===== src/hw/rtl/fts_pkg.sv =====
// Shared types and constants for the fan tach rpm and stall monitor.
package fts_pkg;

	// Field and register widths
	localparam int DUTY_W   = 8;
	localparam int RPM_W    = 16;
	localparam int MS_W     = 16;
	localparam int PULSE_W  = 20;
	localparam int TACH_W   = 2;
	localparam int CMD_W    = 2;
	localparam int CFG_IDX_W = 3;
	localparam int CFG_DAT_W = 16;
	localparam int PER_W    = 8;

	// Arithmetic constants
	localparam int RPM_K_W  = 15;
	localparam logic [RPM_K_W-1:0] RPM_K = RPM_K_W'(30000);  // 60 s * 1000 ms / 2 pulses per rev
	localparam logic [DUTY_W-1:0] RAMP_STEP = DUTY_W'(10);

	localparam int HISTORY_SLOTS_DEF = 8;

	// Command codes
	localparam logic [CMD_W-1:0] CMD_TICK     = 2'd0;
	localparam logic [CMD_W-1:0] CMD_SET_DUTY = 2'd1;
	localparam logic [CMD_W-1:0] CMD_RAMP     = 2'd2;

	// Register indexes
	localparam logic [CFG_IDX_W-1:0] REG_MIN_START_DUTY = 3'd0;
	localparam logic [CFG_IDX_W-1:0] REG_MAX_RPM        = 3'd1;
	localparam logic [CFG_IDX_W-1:0] REG_STALL_RPM      = 3'd2;
	localparam logic [CFG_IDX_W-1:0] REG_INTERVAL_MS    = 3'd3;
	localparam logic [CFG_IDX_W-1:0] REG_GRACE_MS       = 3'd4;
	localparam logic [CFG_IDX_W-1:0] REG_FIXED_PWM_EN   = 3'd5;
	localparam logic [CFG_IDX_W-1:0] REG_PWM_PERIOD     = 3'd6;

	// Register reset values
	localparam logic [DUTY_W-1:0] RST_MIN_START_DUTY = '0;
	localparam logic [RPM_W-1:0]  RST_MAX_RPM        = '1;
	localparam logic [RPM_W-1:0]  RST_STALL_RPM      = '0;
	localparam logic [MS_W-1:0]   RST_INTERVAL_MS    = MS_W'(200);
	localparam logic [MS_W-1:0]   RST_GRACE_MS       = '0;
	localparam logic              RST_FIXED_PWM_EN   = 1'b0;
	localparam logic [PER_W-1:0]  RST_PWM_PERIOD     = '1;

	// Sequencer states
	typedef enum logic [2:0] {
		S_IDLE,
		S_MUL,
		S_DCHK,
		S_DRUN,
		S_RPM_END,
		S_WIN_SEL,
		S_WIN_END,
		S_FIN
	} fts_state_t;

endpackage


===== src/hw/rtl/fts_ram.sv =====
// Generic single-write, single-read RAM with registered read data.
module fts_ram #(
	parameter int WIDTH  = 36,
	parameter int DEPTH  = 8,
	parameter int ADDR_W = (DEPTH > 1) ? $clog2(DEPTH) : 1
) (
	input  logic              clk,
	input  logic              wr_en,
	input  logic [ADDR_W-1:0] wr_addr,
	input  logic [WIDTH-1:0]  wr_data,
	input  logic              rd_en,
	input  logic [ADDR_W-1:0] rd_addr,
	output logic [WIDTH-1:0]  rd_data
);

	logic [WIDTH-1:0] mem_q [DEPTH];
	logic [WIDTH-1:0] rd_data_q;

	always_ff @(posedge clk) begin
		if (wr_en) begin
			mem_q[wr_addr] <= wr_data;
		end
		if (rd_en) begin
			rd_data_q <= mem_q[rd_addr];
		end
	end

	assign rd_data = rd_data_q;

endmodule


===== src/hw/rtl/fan_tach_rpm_stall_monitor.sv =====
// Top level of the fan tach rpm and stall monitor: sequencer, shared divider, window store.
//
//  channel | handshake            | word contents
//  --------+----------------------+------------------------------------------------
//  in      | in_valid / in_stall  | cmd, pulses, duty_request
//  out     | out_valid / out_stall| rpm_updated, rpm, peak_rpm, windowed_rpm,
//          |                      | stall_res, duty_now, pwm_compare
//  cfg     | cfg_valid / cfg_ready| cfg_index, cfg_data (ready is always high)
//
// One word at a time. A tick that closes an interval keeps in_stall high through two
// divisions in the one shared divider (interval rpm, then windowed rpm) plus four
// bookkeeping states; every other word runs one division for the windowed rpm, or none
// when the window is empty. Each division runs the divider's 16 quotient steps. in_stall
// is high from acceptance until the result is handed to the output register; that
// register lets the next word in while a result waits. arst_n clears all state but the
// divider datapath and output data registers; the window store needs no clearing (fill count).
module fan_tach_rpm_stall_monitor #(
	parameter int HISTORY_SLOTS = fts_pkg::HISTORY_SLOTS_DEF
) (
	input  logic                          clk,
	input  logic                          arst_n,
	// input channel
	input  logic                          in_valid,
	output logic                          in_stall,
	input  logic [fts_pkg::CMD_W-1:0]     cmd,
	input  logic [fts_pkg::TACH_W-1:0]    pulses,
	input  logic [fts_pkg::DUTY_W-1:0]    duty_request,
	// output channel
	output logic                          out_valid,
	input  logic                          out_stall,
	output logic                          rpm_updated,
	output logic [fts_pkg::RPM_W-1:0]     rpm,
	output logic [fts_pkg::RPM_W-1:0]     peak_rpm,
	output logic [fts_pkg::RPM_W-1:0]     windowed_rpm,
	output logic                          stall_res,
	output logic [fts_pkg::DUTY_W-1:0]    duty_now,
	output logic [fts_pkg::DUTY_W-1:0]    pwm_compare,
	// configuration channel
	input  logic                          cfg_valid,
	output logic                          cfg_ready,
	input  logic [fts_pkg::CFG_IDX_W-1:0] cfg_index,
	input  logic [fts_pkg::CFG_DAT_W-1:0] cfg_data
);

	import fts_pkg::*;

	// Window geometry
	localparam int IDX_W  = (HISTORY_SLOTS > 1) ? $clog2(HISTORY_SLOTS) : 1;
	localparam int FILL_W = $clog2(HISTORY_SLOTS + 1);
	localparam int PSUM_W = PULSE_W + $clog2(HISTORY_SLOTS);  // pulse sum over window
	localparam int DEN_W  = MS_W + $clog2(HISTORY_SLOTS);     // duration sum over window
	localparam int NUM_W  = PSUM_W + RPM_K_W;                 // pulses * 30000
	localparam int ENT_W  = MS_W + PULSE_W;                   // one window slot
	localparam int QCNT_W = $clog2(RPM_W);

	// Configuration registers
	logic [DUTY_W-1:0] min_duty_q;
	logic [RPM_W-1:0]  max_rpm_q;
	logic [RPM_W-1:0]  stall_rpm_q;
	logic [MS_W-1:0]   interval_q;
	logic [MS_W-1:0]   grace_q;
	logic              fixed_pwm_q;
	logic [PER_W-1:0]  period_q;

	// Architectural state
	logic [DUTY_W-1:0]  duty_q;
	logic [PULSE_W-1:0] pa_q;
	logic [MS_W-1:0]    el_q;
	logic [MS_W-1:0]    spin_q;
	logic [RPM_W-1:0]   last_rpm_q;
	logic [RPM_W-1:0]   peak_q;
	logic [RPM_W-1:0]   wrpm_q;
	logic [IDX_W-1:0]   pos_q;
	logic [FILL_W-1:0]  fill_q;
	logic [PSUM_W-1:0]  psum_q;
	logic [DEN_W-1:0]   dsum_q;

	// Sequencer and divider
	fts_state_t        state_q, state_nx;
	logic              div_win_q;   // 1: window division, 0: interval division
	logic              upd_q;
	logic [NUM_W-1:0]  num_q;       // dividend, low bits shift out as quotient steps run
	logic [DEN_W-1:0]  den_q;
	logic [DEN_W-1:0]  rem_q;
	logic [RPM_W-1:0]  quo_q;
	logic              sat_q;       // quotient would not fit 16 bits
	logic [QCNT_W-1:0] cnt_q;

	// Output word register
	logic              out_valid_q;
	logic              o_upd_q;
	logic [RPM_W-1:0]  o_rpm_q;
	logic [RPM_W-1:0]  o_peak_q;
	logic [RPM_W-1:0]  o_wrpm_q;
	logic              o_stall_q;
	logic [DUTY_W-1:0] o_duty_q;
	logic [DUTY_W-1:0] o_cmp_q;

	logic accept;
	logic out_free;
	logic ram_rd_en;

	// ------------------------------------------------------------------
	// Configuration writes
	// ------------------------------------------------------------------
	assign cfg_ready = 1'b1;

	always_ff @(posedge clk or negedge arst_n) begin
		if (!arst_n) begin
			min_duty_q  <= RST_MIN_START_DUTY;
			max_rpm_q   <= RST_MAX_RPM;
			stall_rpm_q <= RST_STALL_RPM;
			interval_q  <= RST_INTERVAL_MS;
			grace_q     <= RST_GRACE_MS;
			fixed_pwm_q <= RST_FIXED_PWM_EN;
			period_q    <= RST_PWM_PERIOD;
		end else if (cfg_valid && cfg_ready) begin
			unique case (cfg_index)
				REG_MIN_START_DUTY: min_duty_q  <= cfg_data[DUTY_W-1:0];
				REG_MAX_RPM:        max_rpm_q   <= cfg_data[RPM_W-1:0];
				REG_STALL_RPM:      stall_rpm_q <= cfg_data[RPM_W-1:0];
				REG_INTERVAL_MS:    interval_q  <= cfg_data[MS_W-1:0];
				REG_GRACE_MS:       grace_q     <= cfg_data[MS_W-1:0];
				REG_FIXED_PWM_EN:   fixed_pwm_q <= cfg_data[0];
				REG_PWM_PERIOD:     period_q    <= cfg_data[PER_W-1:0];
				default: ;
			endcase
		end
	end

	// ------------------------------------------------------------------
	// Word-level combinational terms
	// ------------------------------------------------------------------
	assign accept   = in_valid && !in_stall;
	assign out_free = !out_valid_q || !out_stall;

	// Tick: saturating counters and interval close
	logic [PULSE_W:0]   pa_sum;
	logic [PULSE_W-1:0] pa_nx;
	logic [MS_W-1:0]    el_nx;
	logic [MS_W-1:0]    spin_inc;
	logic               close;

	assign pa_sum   = {1'b0, pa_q} + (PULSE_W + 1)'(pulses);
	assign pa_nx    = pa_sum[PULSE_W] ? '1 : pa_sum[PULSE_W-1:0];
	assign el_nx    = (el_q == '1) ? el_q : el_q + 1'b1;
	assign spin_inc = (spin_q == '1) ? spin_q : spin_q + 1'b1;
	assign close    = (el_nx >= interval_q);  // el_nx is never zero

	// Duty set and ramp step: dead-start floor, start-from-zero detection
	logic              do_apply;
	logic [DUTY_W-1:0] d_raw;
	logic [DUTY_W-1:0] ramp_nx;
	logic [DUTY_W-1:0] d_fl;
	logic              d_start;

	always_comb begin
		ramp_nx = (duty_q > RAMP_STEP) ? duty_q - RAMP_STEP : '0;
		if (ramp_nx < min_duty_q) begin
			ramp_nx = '0;
		end
		do_apply = 1'b0;
		d_raw    = duty_request;
		case (cmd)
			CMD_SET_DUTY: begin
				do_apply = 1'b1;
			end
			CMD_RAMP: begin
				do_apply = (duty_q != '0);  // ramp at zero duty does nothing
				d_raw    = ramp_nx;
			end
			default: ;
		endcase
		d_fl    = (d_raw != '0 && d_raw < min_duty_q) ? min_duty_q : d_raw;
		d_start = (d_fl != '0) && (duty_q == '0);
	end

	// Shared multiplier: pulses (interval or window) times 30000
	logic [PSUM_W-1:0] mul_a;
	logic [NUM_W-1:0]  mul_p;

	assign mul_a = div_win_q ? psum_q : PSUM_W'(pa_q);
	assign mul_p = NUM_W'(mul_a) * NUM_W'(RPM_K);

	// Shared divider: one restoring step per cycle
	logic [DEN_W:0]   div_t;
	logic             div_ge;
	logic [RPM_W-1:0] div_res;  // clamped quotient

	assign div_t   = {rem_q, num_q[RPM_W-1]};
	assign div_ge  = (div_t >= {1'b0, den_q});
	assign div_res = (sat_q || quo_q > max_rpm_q) ? max_rpm_q : quo_q;

	// Window slot write and the slot being replaced
	logic [ENT_W-1:0] ram_rd_data;
	logic             win_full;
	logic [IDX_W-1:0] pos_nx;
	logic             win_empty;

	assign win_full  = (fill_q == FILL_W'(HISTORY_SLOTS));
	assign pos_nx    = (pos_q == IDX_W'(HISTORY_SLOTS - 1)) ? '0 : pos_q + 1'b1;
	assign win_empty = (fill_q == '0) || (dsum_q == '0);

	// pwm compare: duty * period / 255 when fixed pwm is enabled, else duty; exact for any 8-bit duty and period
	logic [2*DUTY_W-1:0] pwm_prod;
	logic [2*DUTY_W-1:0] pwm_adj;
	logic [DUTY_W-1:0]   pwm_cmp;
	logic                stall_now;

	assign pwm_prod  = (2*DUTY_W)'(duty_q) * (2*DUTY_W)'(period_q);
	assign pwm_adj   = pwm_prod + (2*DUTY_W)'(1) + (pwm_prod >> DUTY_W);
	assign pwm_cmp   = fixed_pwm_q ? pwm_adj[2*DUTY_W-1:DUTY_W] : duty_q;
	assign stall_now = (duty_q != '0) && (spin_q >= grace_q) && (wrpm_q <= stall_rpm_q);

	// ------------------------------------------------------------------
	// Sequencer
	// ------------------------------------------------------------------
	always_comb begin
		state_nx = state_q;
		unique case (state_q)
			S_IDLE: begin
				if (accept) begin
					state_nx = (cmd == CMD_TICK && close) ? S_MUL : S_WIN_SEL;
				end
			end
			S_MUL:     state_nx = S_DCHK;
			S_DCHK:    state_nx = S_DRUN;
			S_DRUN: begin
				if (cnt_q == QCNT_W'(RPM_W - 1)) begin
					state_nx = div_win_q ? S_WIN_END : S_RPM_END;
				end
			end
			S_RPM_END: state_nx = S_WIN_SEL;
			S_WIN_SEL: state_nx = win_empty ? S_FIN : S_MUL;
			S_WIN_END: state_nx = S_FIN;
			S_FIN: begin
				if (out_free) begin
					state_nx = S_IDLE;
				end
			end
			default:   state_nx = S_IDLE;
		endcase
	end

	always_comb begin
		in_stall  = (state_q != S_IDLE);
		ram_rd_en = (state_q == S_IDLE) && in_valid;  // fetch slot about to be replaced
	end

	always_ff @(posedge clk or negedge arst_n) begin
		if (!arst_n) begin
			state_q <= S_IDLE;
		end else begin
			state_q <= state_nx;
		end
	end

	// ------------------------------------------------------------------
	// State updates
	// ------------------------------------------------------------------
	always_ff @(posedge clk or negedge arst_n) begin
		if (!arst_n) begin
			duty_q     <= '0;
			pa_q       <= '0;
			el_q       <= '0;
			spin_q     <= '0;
			last_rpm_q <= '0;
			peak_q     <= '0;
			wrpm_q     <= '0;
			pos_q      <= '0;
			fill_q     <= '0;
			psum_q     <= '0;
			dsum_q     <= '0;
			div_win_q  <= 1'b0;
			upd_q      <= 1'b0;
			cnt_q      <= '0;
		end else begin
			unique case (state_q)
				S_IDLE: begin
					if (accept) begin
						upd_q     <= 1'b0;
						div_win_q <= 1'b0;
						case (cmd) inside
							CMD_TICK: begin
								pa_q   <= pa_nx;
								el_q   <= el_nx;
								spin_q <= spin_inc;
								upd_q  <= close;
							end
							CMD_SET_DUTY, CMD_RAMP: begin
								if (do_apply) begin
									duty_q <= d_fl;
									if (d_start) begin
										// start from standstill: fresh window and peak
										spin_q <= '0;
										pos_q  <= '0;
										fill_q <= '0;
										psum_q <= '0;
										dsum_q <= '0;
										peak_q <= '0;
									end else if (d_fl == '0) begin
										spin_q <= '0;
									end
								end
							end
							default: ;
						endcase
					end
				end
				S_MUL: begin
					cnt_q <= '0;
				end
				S_DRUN: begin
					cnt_q <= cnt_q + 1'b1;
				end
				S_RPM_END: begin
					last_rpm_q <= div_res;
					if (div_res > peak_q) begin
						peak_q <= div_res;
					end
					if (win_full) begin
						psum_q <= psum_q - PSUM_W'(ram_rd_data[PULSE_W-1:0])
							+ PSUM_W'(pa_q);
						dsum_q <= dsum_q - DEN_W'(ram_rd_data[ENT_W-1:PULSE_W])
							+ DEN_W'(el_q);
					end else begin
						fill_q <= fill_q + 1'b1;
						psum_q <= psum_q + PSUM_W'(pa_q);
						dsum_q <= dsum_q + DEN_W'(el_q);
					end
					pos_q <= pos_nx;
					pa_q  <= '0;
					el_q  <= '0;
				end
				S_WIN_SEL: begin
					if (win_empty) begin
						wrpm_q <= last_rpm_q;
					end else begin
						div_win_q <= 1'b1;
					end
				end
				S_WIN_END: begin
					wrpm_q <= div_res;
				end
				default: ;
			endcase
		end
	end

	// Divider datapath
	always_ff @(posedge clk) begin
		unique case (state_q)
			S_MUL: begin
				num_q <= mul_p;
				den_q <= div_win_q ? dsum_q : DEN_W'(el_q);
			end
			S_DCHK: begin
				// quotient >= 2^16 always exceeds max_rpm
				sat_q <= (num_q >= NUM_W'({den_q, {RPM_W{1'b0}}}));
				rem_q <= num_q[RPM_W +: DEN_W];
			end
			S_DRUN: begin
				rem_q <= div_ge ? DEN_W'(div_t - {1'b0, den_q}) : div_t[DEN_W-1:0];
				quo_q <= {quo_q[RPM_W-2:0], div_ge};
				num_q <= num_q << 1;
			end
			default: ;
		endcase
	end

	// ------------------------------------------------------------------
	// Window store: one slot per closed interval, {duration, pulses}
	// ------------------------------------------------------------------
	fts_ram #(
		.WIDTH (ENT_W),
		.DEPTH (HISTORY_SLOTS),
		.ADDR_W(IDX_W)
	) u_win (
		.clk    (clk),
		.wr_en  (state_q == S_RPM_END),
		.wr_addr(pos_q),
		.wr_data({el_q, pa_q}),
		.rd_en  (ram_rd_en),
		.rd_addr(pos_q),
		.rd_data(ram_rd_data)
	);

	// ------------------------------------------------------------------
	// Output word register
	// ------------------------------------------------------------------
	always_ff @(posedge clk or negedge arst_n) begin
		if (!arst_n) begin
			out_valid_q <= 1'b0;
		end else if (state_q == S_FIN && out_free) begin
			out_valid_q <= 1'b1;
		end else if (!out_stall) begin
			out_valid_q <= 1'b0;
		end
	end

	always_ff @(posedge clk) begin
		if (state_q == S_FIN && out_free) begin
			o_upd_q   <= upd_q;
			o_rpm_q   <= last_rpm_q;
			o_peak_q  <= peak_q;
			o_wrpm_q  <= wrpm_q;
			o_stall_q <= stall_now;
			o_duty_q  <= duty_q;
			o_cmp_q   <= pwm_cmp;
		end
	end

	assign out_valid    = out_valid_q;
	assign rpm_updated  = o_upd_q;
	assign rpm          = o_rpm_q;
	assign peak_rpm     = o_peak_q;
	assign windowed_rpm = o_wrpm_q;
	assign stall_res    = o_stall_q;
	assign duty_now     = o_duty_q;
	assign pwm_compare  = o_cmp_q;

endmodule

===== config.mk =====
export PLATFORM = sky130hd
export DESIGN_NAME = fan_tach_rpm_stall_monitor
export DESIGN_NICKNAME = d
export VERILOG_FILES = /design/src/hw/rtl/fts_pkg.sv /design/src/hw/rtl/fts_ram.sv /design/src/hw/rtl/fan_tach_rpm_stall_monitor.sv
export SDC_FILE = /design/constraint.sdc
export NUM_CORES = 2
export LEC_CHECK = 0
export ABC_AREA = 1
export BUFFER_PORTS_ARGS = -buffer_cell sky130_fd_sc_hd__buf_2
export CORE_MARGIN = 8
export CORE_UTILIZATION = 46
export CTS_CLUSTER_SIZE = 20
export DETAILED_ROUTE_END_ITERATION = 16
export PLACE_DENSITY_LB_ADDON = 0.12
export RECOVER_POWER = 25
export SLEW_MARGIN = 10
export SYNTH_ARGS = -nofsm -noshare
export SYNTH_HDL_FRONTEND = slang
export SYNTH_SLANG_ARGS = --single-unit

===== constraint.sdc =====
create_clock -name clk -period 6.45 [get_ports clk]
set_clock_uncertainty 0.2 [all_clocks]
set_input_delay 0.3225 -clock clk [delete_from_list [all_inputs] [get_ports clk]]
set_output_delay 0.3225 -clock clk [all_outputs]
set_load 0.03 [all_outputs]

== After elaboration in Yosys (flattened, before gate mapping) ==
Memory sizes are Yosys's and may differ from the RTL's. A register that Yosys moved wholly into a read port is not among the register bits.
Cells that the tools add are included.
Word-level totals
  input bits: 36
  memory bits (writable): 288
  memories kept: 1
  output and inout port bits: 69
  bits in registers: 407
  logic and storage cells: 230
Operators by class
  reductions and logical operators: 51
  equal/unequal tests: 34
  $add $sub $neg: 16
  multipliers: 2
  order comparisons: 10
  bitwise operators: 1
  multiplexer cells: 79
Memories
  u_win.mem_q: words 8, bits a word 36, read ports 1, clocked after memory_dff 1, write ports 1, line fts_ram.sv:16  | logic [WIDTH-1:0] mem_q [DEPTH];
Operators by type and width (count)
  $mux 16: 18
  $mux 23: 7
  $mux 19: 7
  $pmux 16 s2: 3
  $pmux 19 s2: 2
  $pmux 38 s2: 1
  $mux 20: 3
  $add 16x1->16 const B: 3
  $add 23x20->23: 2
  $pmux 23 s2: 1
  $mux 8: 5
  $pmux 20 s2: 1
  $add 19x16->19: 2
  $ge 38x35->1: 1
  $mul 23x11->34 const B: 1
  $mux 3: 11
  $eq 16x16->1 const B: 2
  $ge 16x16->1: 2
  $gt 16x16->1: 2
  $eq 3x3->1 const B: 8
  $mux 4: 6
  $ne 2x2->1 const B: 12
  $pmux 3 s8: 1
  $reduce_bool 8->1: 3
  other kinds (41): 89

== Longest topological paths before layout ==
  word-level depth: 16
  gate-level depth with buffers: 41
  gate-level depth less buffers: 40

== Modules after synthesis ==
A second synthesis with hierarchy kept.
Unflattened totals
  cells, all modules: 5215
  area, all modules: 46226.8 µm²
By module, submodules not included
  fan_tach_rpm_stall_monitor: instances 1, area each 32585.0 µm², sequential area each 10894.2 µm², cells each 3918
  fts_ram: instances 1, area each 13641.8 µm², sequential area each 9729.3 µm², cells each 1297

== Worst setup path before layout ==
No wires, ideal clock.
  kind: register to register
  from: register period_q[7]
  to: register o_cmp_q[7], in the netlist pwm_compare[7], data pin
  arrival time: 6.196 ns
  library setup time: 0.264 ns
  slack: -0.210 ns
  data required time: 5.986 ns
  cell stages (with the launch flop): 37
  cells stage by stage: dfstp_2 clkbuf_1 nand2_1 fa_1 fa_1 inv_1 fa_1 fa_1 ha_1 nand2_1 o21ai_0 a21oi_1 or2_2 nand2_1 nand2_1 nand2_1 nand2_1 o21ai_0 nand3_1 nand2_1 xor2_1 inv_1 ha_1 nand2_1 nor2_1 a211o_1 a21oi_1 inv_1 a21o_1 nand2_1 nor2_1 nand2_1 nor2_1 nand3_1 xnor2_1 nand2_1 o21ai_0
Between the ends
  word-level cells in the longest chain between the ends: 4
Ends and longest elaborated chain
  from (decl): line fan_tach_rpm_stall_monitor.sv:63  | logic [PER_W-1:0] period_q;
  from (signal assigned): line fan_tach_rpm_stall_monitor.sv:125  | REG_PWM_PERIOD: period_q <= cfg_data[PER_W-1:0];
  $mul 8x8->16 *: line fan_tach_rpm_stall_monitor.sv:210  | assign pwm_prod = (2*DUTY_W)'(duty_q) * (2*DUTY_W)'(period_q);
  $add 16x1->16: line fan_tach_rpm_stall_monitor.sv:211  | assign pwm_adj = pwm_prod + (2*DUTY_W)'(1) + (pwm_prod >> DUTY_W);
  $add 16x8->16 *: line fan_tach_rpm_stall_monitor.sv:211
  $mux 8 *: line fan_tach_rpm_stall_monitor.sv:212  | assign pwm_cmp = fixed_pwm_q ? pwm_adj[2*DUTY_W-1:DUTY_W] : duty_q;
  net pwm_cmp[7]: line fan_tach_rpm_stall_monitor.sv:207  | logic [DUTY_W-1:0] pwm_cmp;
  to (signal assigned): line fan_tach_rpm_stall_monitor.sv:409  | o_cmp_q <= pwm_cmp;
  to (decl): line fan_tach_rpm_stall_monitor.sv:97  | logic [DUTY_W-1:0] o_cmp_q;
Mark *: on every way through the listed nets, which the timed path passes. The rest lies on a longest branch.
A chain may end at the register's enable or synchronous reset.

== Worst setup path in the final report ==
  from: register period_q[7]
  to: register o_cmp_q[6], in the netlist pwm_compare[6], data pin
Same word-level chain as after synthesis.

==> impl_metrics.env <==
export IMPL_synth_area_um2=43740
export IMPL_hp_class="input port to flip-flop"
export IMPL_layout_nets=5287
export IMPL_htree_levels=3
export IMPL_clk_pin_slew_ps=60
export IMPL_outcome="complete, no violations"
export IMPL_rsz0062_at_grt="yes"
export IMPL_avgViaCountPerCell=5.281
export IMPL_synthArstFlopShare=0.3411
export IMPL_holdWs_ps=34.08
export IMPL_post_drt_wl_per_cell_um=19.42
export IMPL_end_kind="flip-flop"
export IMPL_synth_ff_type="edfxtp_1"
export IMPL_maxSlewViolCount=0
export IMPL_synth_seq_area_share=0.4715
export IMPL_port_buffers=103
export IMPL_ys_warn_count=0
export IMPL_cap_violations=0
export IMPL_firstDrtPassIters=6
export IMPL_critPathRequiredTime_ps=6650
export IMPL_max_freq_ghz=0.1580
export IMPL_syn_inst=4490
export IMPL_die_h_um=324.3
export IMPL_cts_buffers=83
export IMPL_cts_tree="built"
export IMPL_die_w_um=324.3
export IMPL_clockBufferDepth=3
export IMPL_path_class="flip-flop to flip-flop"
export IMPL_core_um2=94590
export IMPL_clock_sinks=727
export IMPL_syn_num_nets=5056
export IMPL_drive_gt1_frac=0.1029
export IMPL_max_slew_margin=0.1976
export IMPL_ios=105
export IMPL_cp_slowest_cell="fa_1"
export IMPL_r2r_cells=32
export IMPL_setup_viol=0
export IMPL_grt_total_usage=0.2204
export IMPL_layout_area_overhead_vs_synth_pct=14.00
export IMPL_synth_edff_count=479
export IMPL_worst_pin_slew_ps=1197
export IMPL_holdPathStages=3
export IMPL_drt_initial_drc_count=2309
export IMPL_drt_wl_total_um=117600
export IMPL_drc=0
export IMPL_root_buffer="clkbuf_16"
export IMPL_syn_area_per_cell_um2=9.741
export IMPL_row_count=113
export IMPL_vias=31980
export IMPL_hold_viol_final=0
export IMPL_gp_congestion=0.8840
export IMPL_fp_dieArea_um2=105200
export IMPL_path_max_fanout=3
export IMPL_antenna_left=0
export IMPL_post_route_min_period_ps=6328
export IMPL_antenna_cells=0
export IMPL_fillers=8489
export IMPL_grt_max_degree=106
export IMPL_initial_utilization=0.4624
export IMPL_ys_ff_latch=727
export IMPL_worstSetupStartpointType="flip-flop"
export IMPL_grt_pass1_vias=31700
export IMPL_critPathArrivalTime_ps=6530
export IMPL_grt_antenna_before_repair=3
export IMPL_grt_pass1_wl_um=183800
export IMPL_fin_crit_sh=0.9811
export IMPL_dpl_hpwl_um=84650
export IMPL_synth_distinct_cells=58
export IMPL_crit_path_max_incr_delay_ps=600
export IMPL_clk_insertion_delay_late_ps=670
export IMPL_cpMostUsedCell="nand2_2"
export IMPL_grt_overflow=0
==> per-layer routing <==
layer  share of wire  track usage  wire length [um]  vias up
met4           0.036      0.07845              4252        2
met3           0.049      0.03262              5732      194
met2            0.47       0.3622             55140      752
li1                -            -                 -    15690
met1            0.45       0.2969             52460    15350
met5         0.00011            0                13        -
==> placed cells by master (no fill, tap or decap), types with 42 or more instances in the layout <==
cell,count
nor3_1,51
fa_1,171
xor2_1,83
ha_1,350
buf_2,102
inv_1,643
a21oi_1,228
edfxtp_1,479
dfrtp_1,219
nor2_1,206
o21ai_0,330
nand2_1,950
buf_4,129
a22oi_1,42
nand4_1,96
nand3_1,95
clkbuf_16,83
==> final timing paths <==
kind                            slack (ps)                      start                        to
worst max-delay path                   120    period_q[7]$_DFFE_PN1P_  pwm_compare[6]$_DFFE_PP_
worst min-delay path                    30                cfg_data[2]  max_rpm_q[2]$_DFFE_PN1P_
worst max register to register         120    period_q[7]$_DFFE_PN1P_  pwm_compare[6]$_DFFE_PP_
worst min register to register         260  last_rpm_q[4]$_DFFE_PN0P_          rpm[4]$_DFFE_PP_
max in group asynchronous             4410                     arst_n      cnt_q[0]$_DFFE_PN0P_
min in group asynchronous              170                     arst_n     spin_q[2]$_DFFE_PN0P_
==> repair_timing <==
action | 4_1_cts | 5_1_grt
setup buffers | 0 | 12
pin swaps | 4 | 37
endpoints found under the hold margin | 179 | 0
resized for setup | 5 | 58
endpoints found under the setup margin | 8 | 17
hold buffers | 23 | 0
==> synthesized netlist by cell type (all sizes together), types with 3 or more instances <==
master / number / area [um^2]
clkbuf: 112 / 420.4
o211ai: 21 / 157.7
nand3: 103 / 565.5
edfxtp: 479 / 14380
nand2: 967 / 3667
dfrtp: 221 / 5530
a22o: 26 / 227.7
o31ai: 5 / 37.54
clkinv: 7 / 26.28
buf: 19 / 127.6
o21bai: 16 / 120.1
o22ai: 23 / 143.9
a21boi: 10 / 75.07
a22oi: 42 / 315.3
a211oi: 8 / 60.06
inv: 651 / 2446
nor3b: 4 / 30.03
xor2: 84 / 735.7
a221oi: 34 / 297.8
nor2: 219 / 834.6
or2: 6 / 37.54
a31oi: 21 / 131.4
fa: 172 / 3443
a21oi: 234 / 1171
nand3b: 5 / 37.54
o221ai: 11 / 96.34
nand4: 96 / 600.6
a21o: 15 / 112.6
ha: 358 / 4479
dfstp: 27 / 709.4
o21a: 12 / 90.09
a211o: 3 / 26.28
nor4: 16 / 100.1
xnor2: 33 / 289.0
o2111ai: 5 / 43.79
nor3: 60 / 300.3
o21ai: 352 / 1762
==> stage by stage <==
step | instances | TNS [ps] | instance area (um^2) | utilization | worst slack, ps
after floorplan | 4490 | -40.91 | 43740 | - | -40.91
after global placement | 5866 | -9.523 | 46520 | 0.4918 | -4.425
after detailed placement | 5866 | -251.3 | 46520 | 0.4918 | -64.42
after CTS | 6044 | 0 | 49590 | 0.5243 | 15.52
after global routing | 6056 | -897.7 | 49860 | 0.5271 | -200.1
final | 6056 | 0 | 49860 | 0.5271 | 121.7
==> sequential cells by signal, summed over array words and instances, names as in the netlist, 19 cells and up <==
| signal | flops |
|---|---|
| den_q | 19 |
| dsum_q | 19 |
| rem_q | 19 |
| pa_q | 20 |
| u_win.rd_data | 36 |
| psum_q | 23 |
| u_win.mem_q | 288 |
| num_q | 34 |
==> cell type report <==
type,instances,area [um^2],share of cell area
Sequential cell,727,20630,0.4137
Multi-Input combinational cell,2974,20480,0.4108
Timing Repair Buffer,277,1868,0.03747
Inverter,658,2472,0.04959
Clock inverter,50,629.4,0.01262
Tap cell,1265,1583,0.03174
Clock buffer,105,2200,0.04412
==> worst max-delay path, delay by kind of cell, from the launching register on <==
family	cells	cell delay (ps)
xor gates and xnor gates	2	320
adders and majority gates	6	2550
AOI/OAI and AO/OA	9	1230
and+or+nand+nor	10	760
buffers and inverters	5	470
DFF	1	540
==> cell families (layout without fill, tap and decap cells) <==
logic type | count (synthesis) | in the layout | share of synthesized area
flip-flops | 727 | 727 | 0.4715
AND/OR/NAND/NOR | 1479 | 1479 | 0.1416
other | 1 | 1 | 0.00008574
buffers and inverters | 789 | 1090 | 0.06906
adder cells (fa/ha/maj) | 530 | 530 | 0.1811
XOR/XNOR | 117 | 117 | 0.02343
AO/OA/AOI/OAI | 847 | 847 | 0.1131
Power is left out: the tool's default activity adds up to more than one toggle a clock period on the data nets, which glitch-free logic cannot reach.
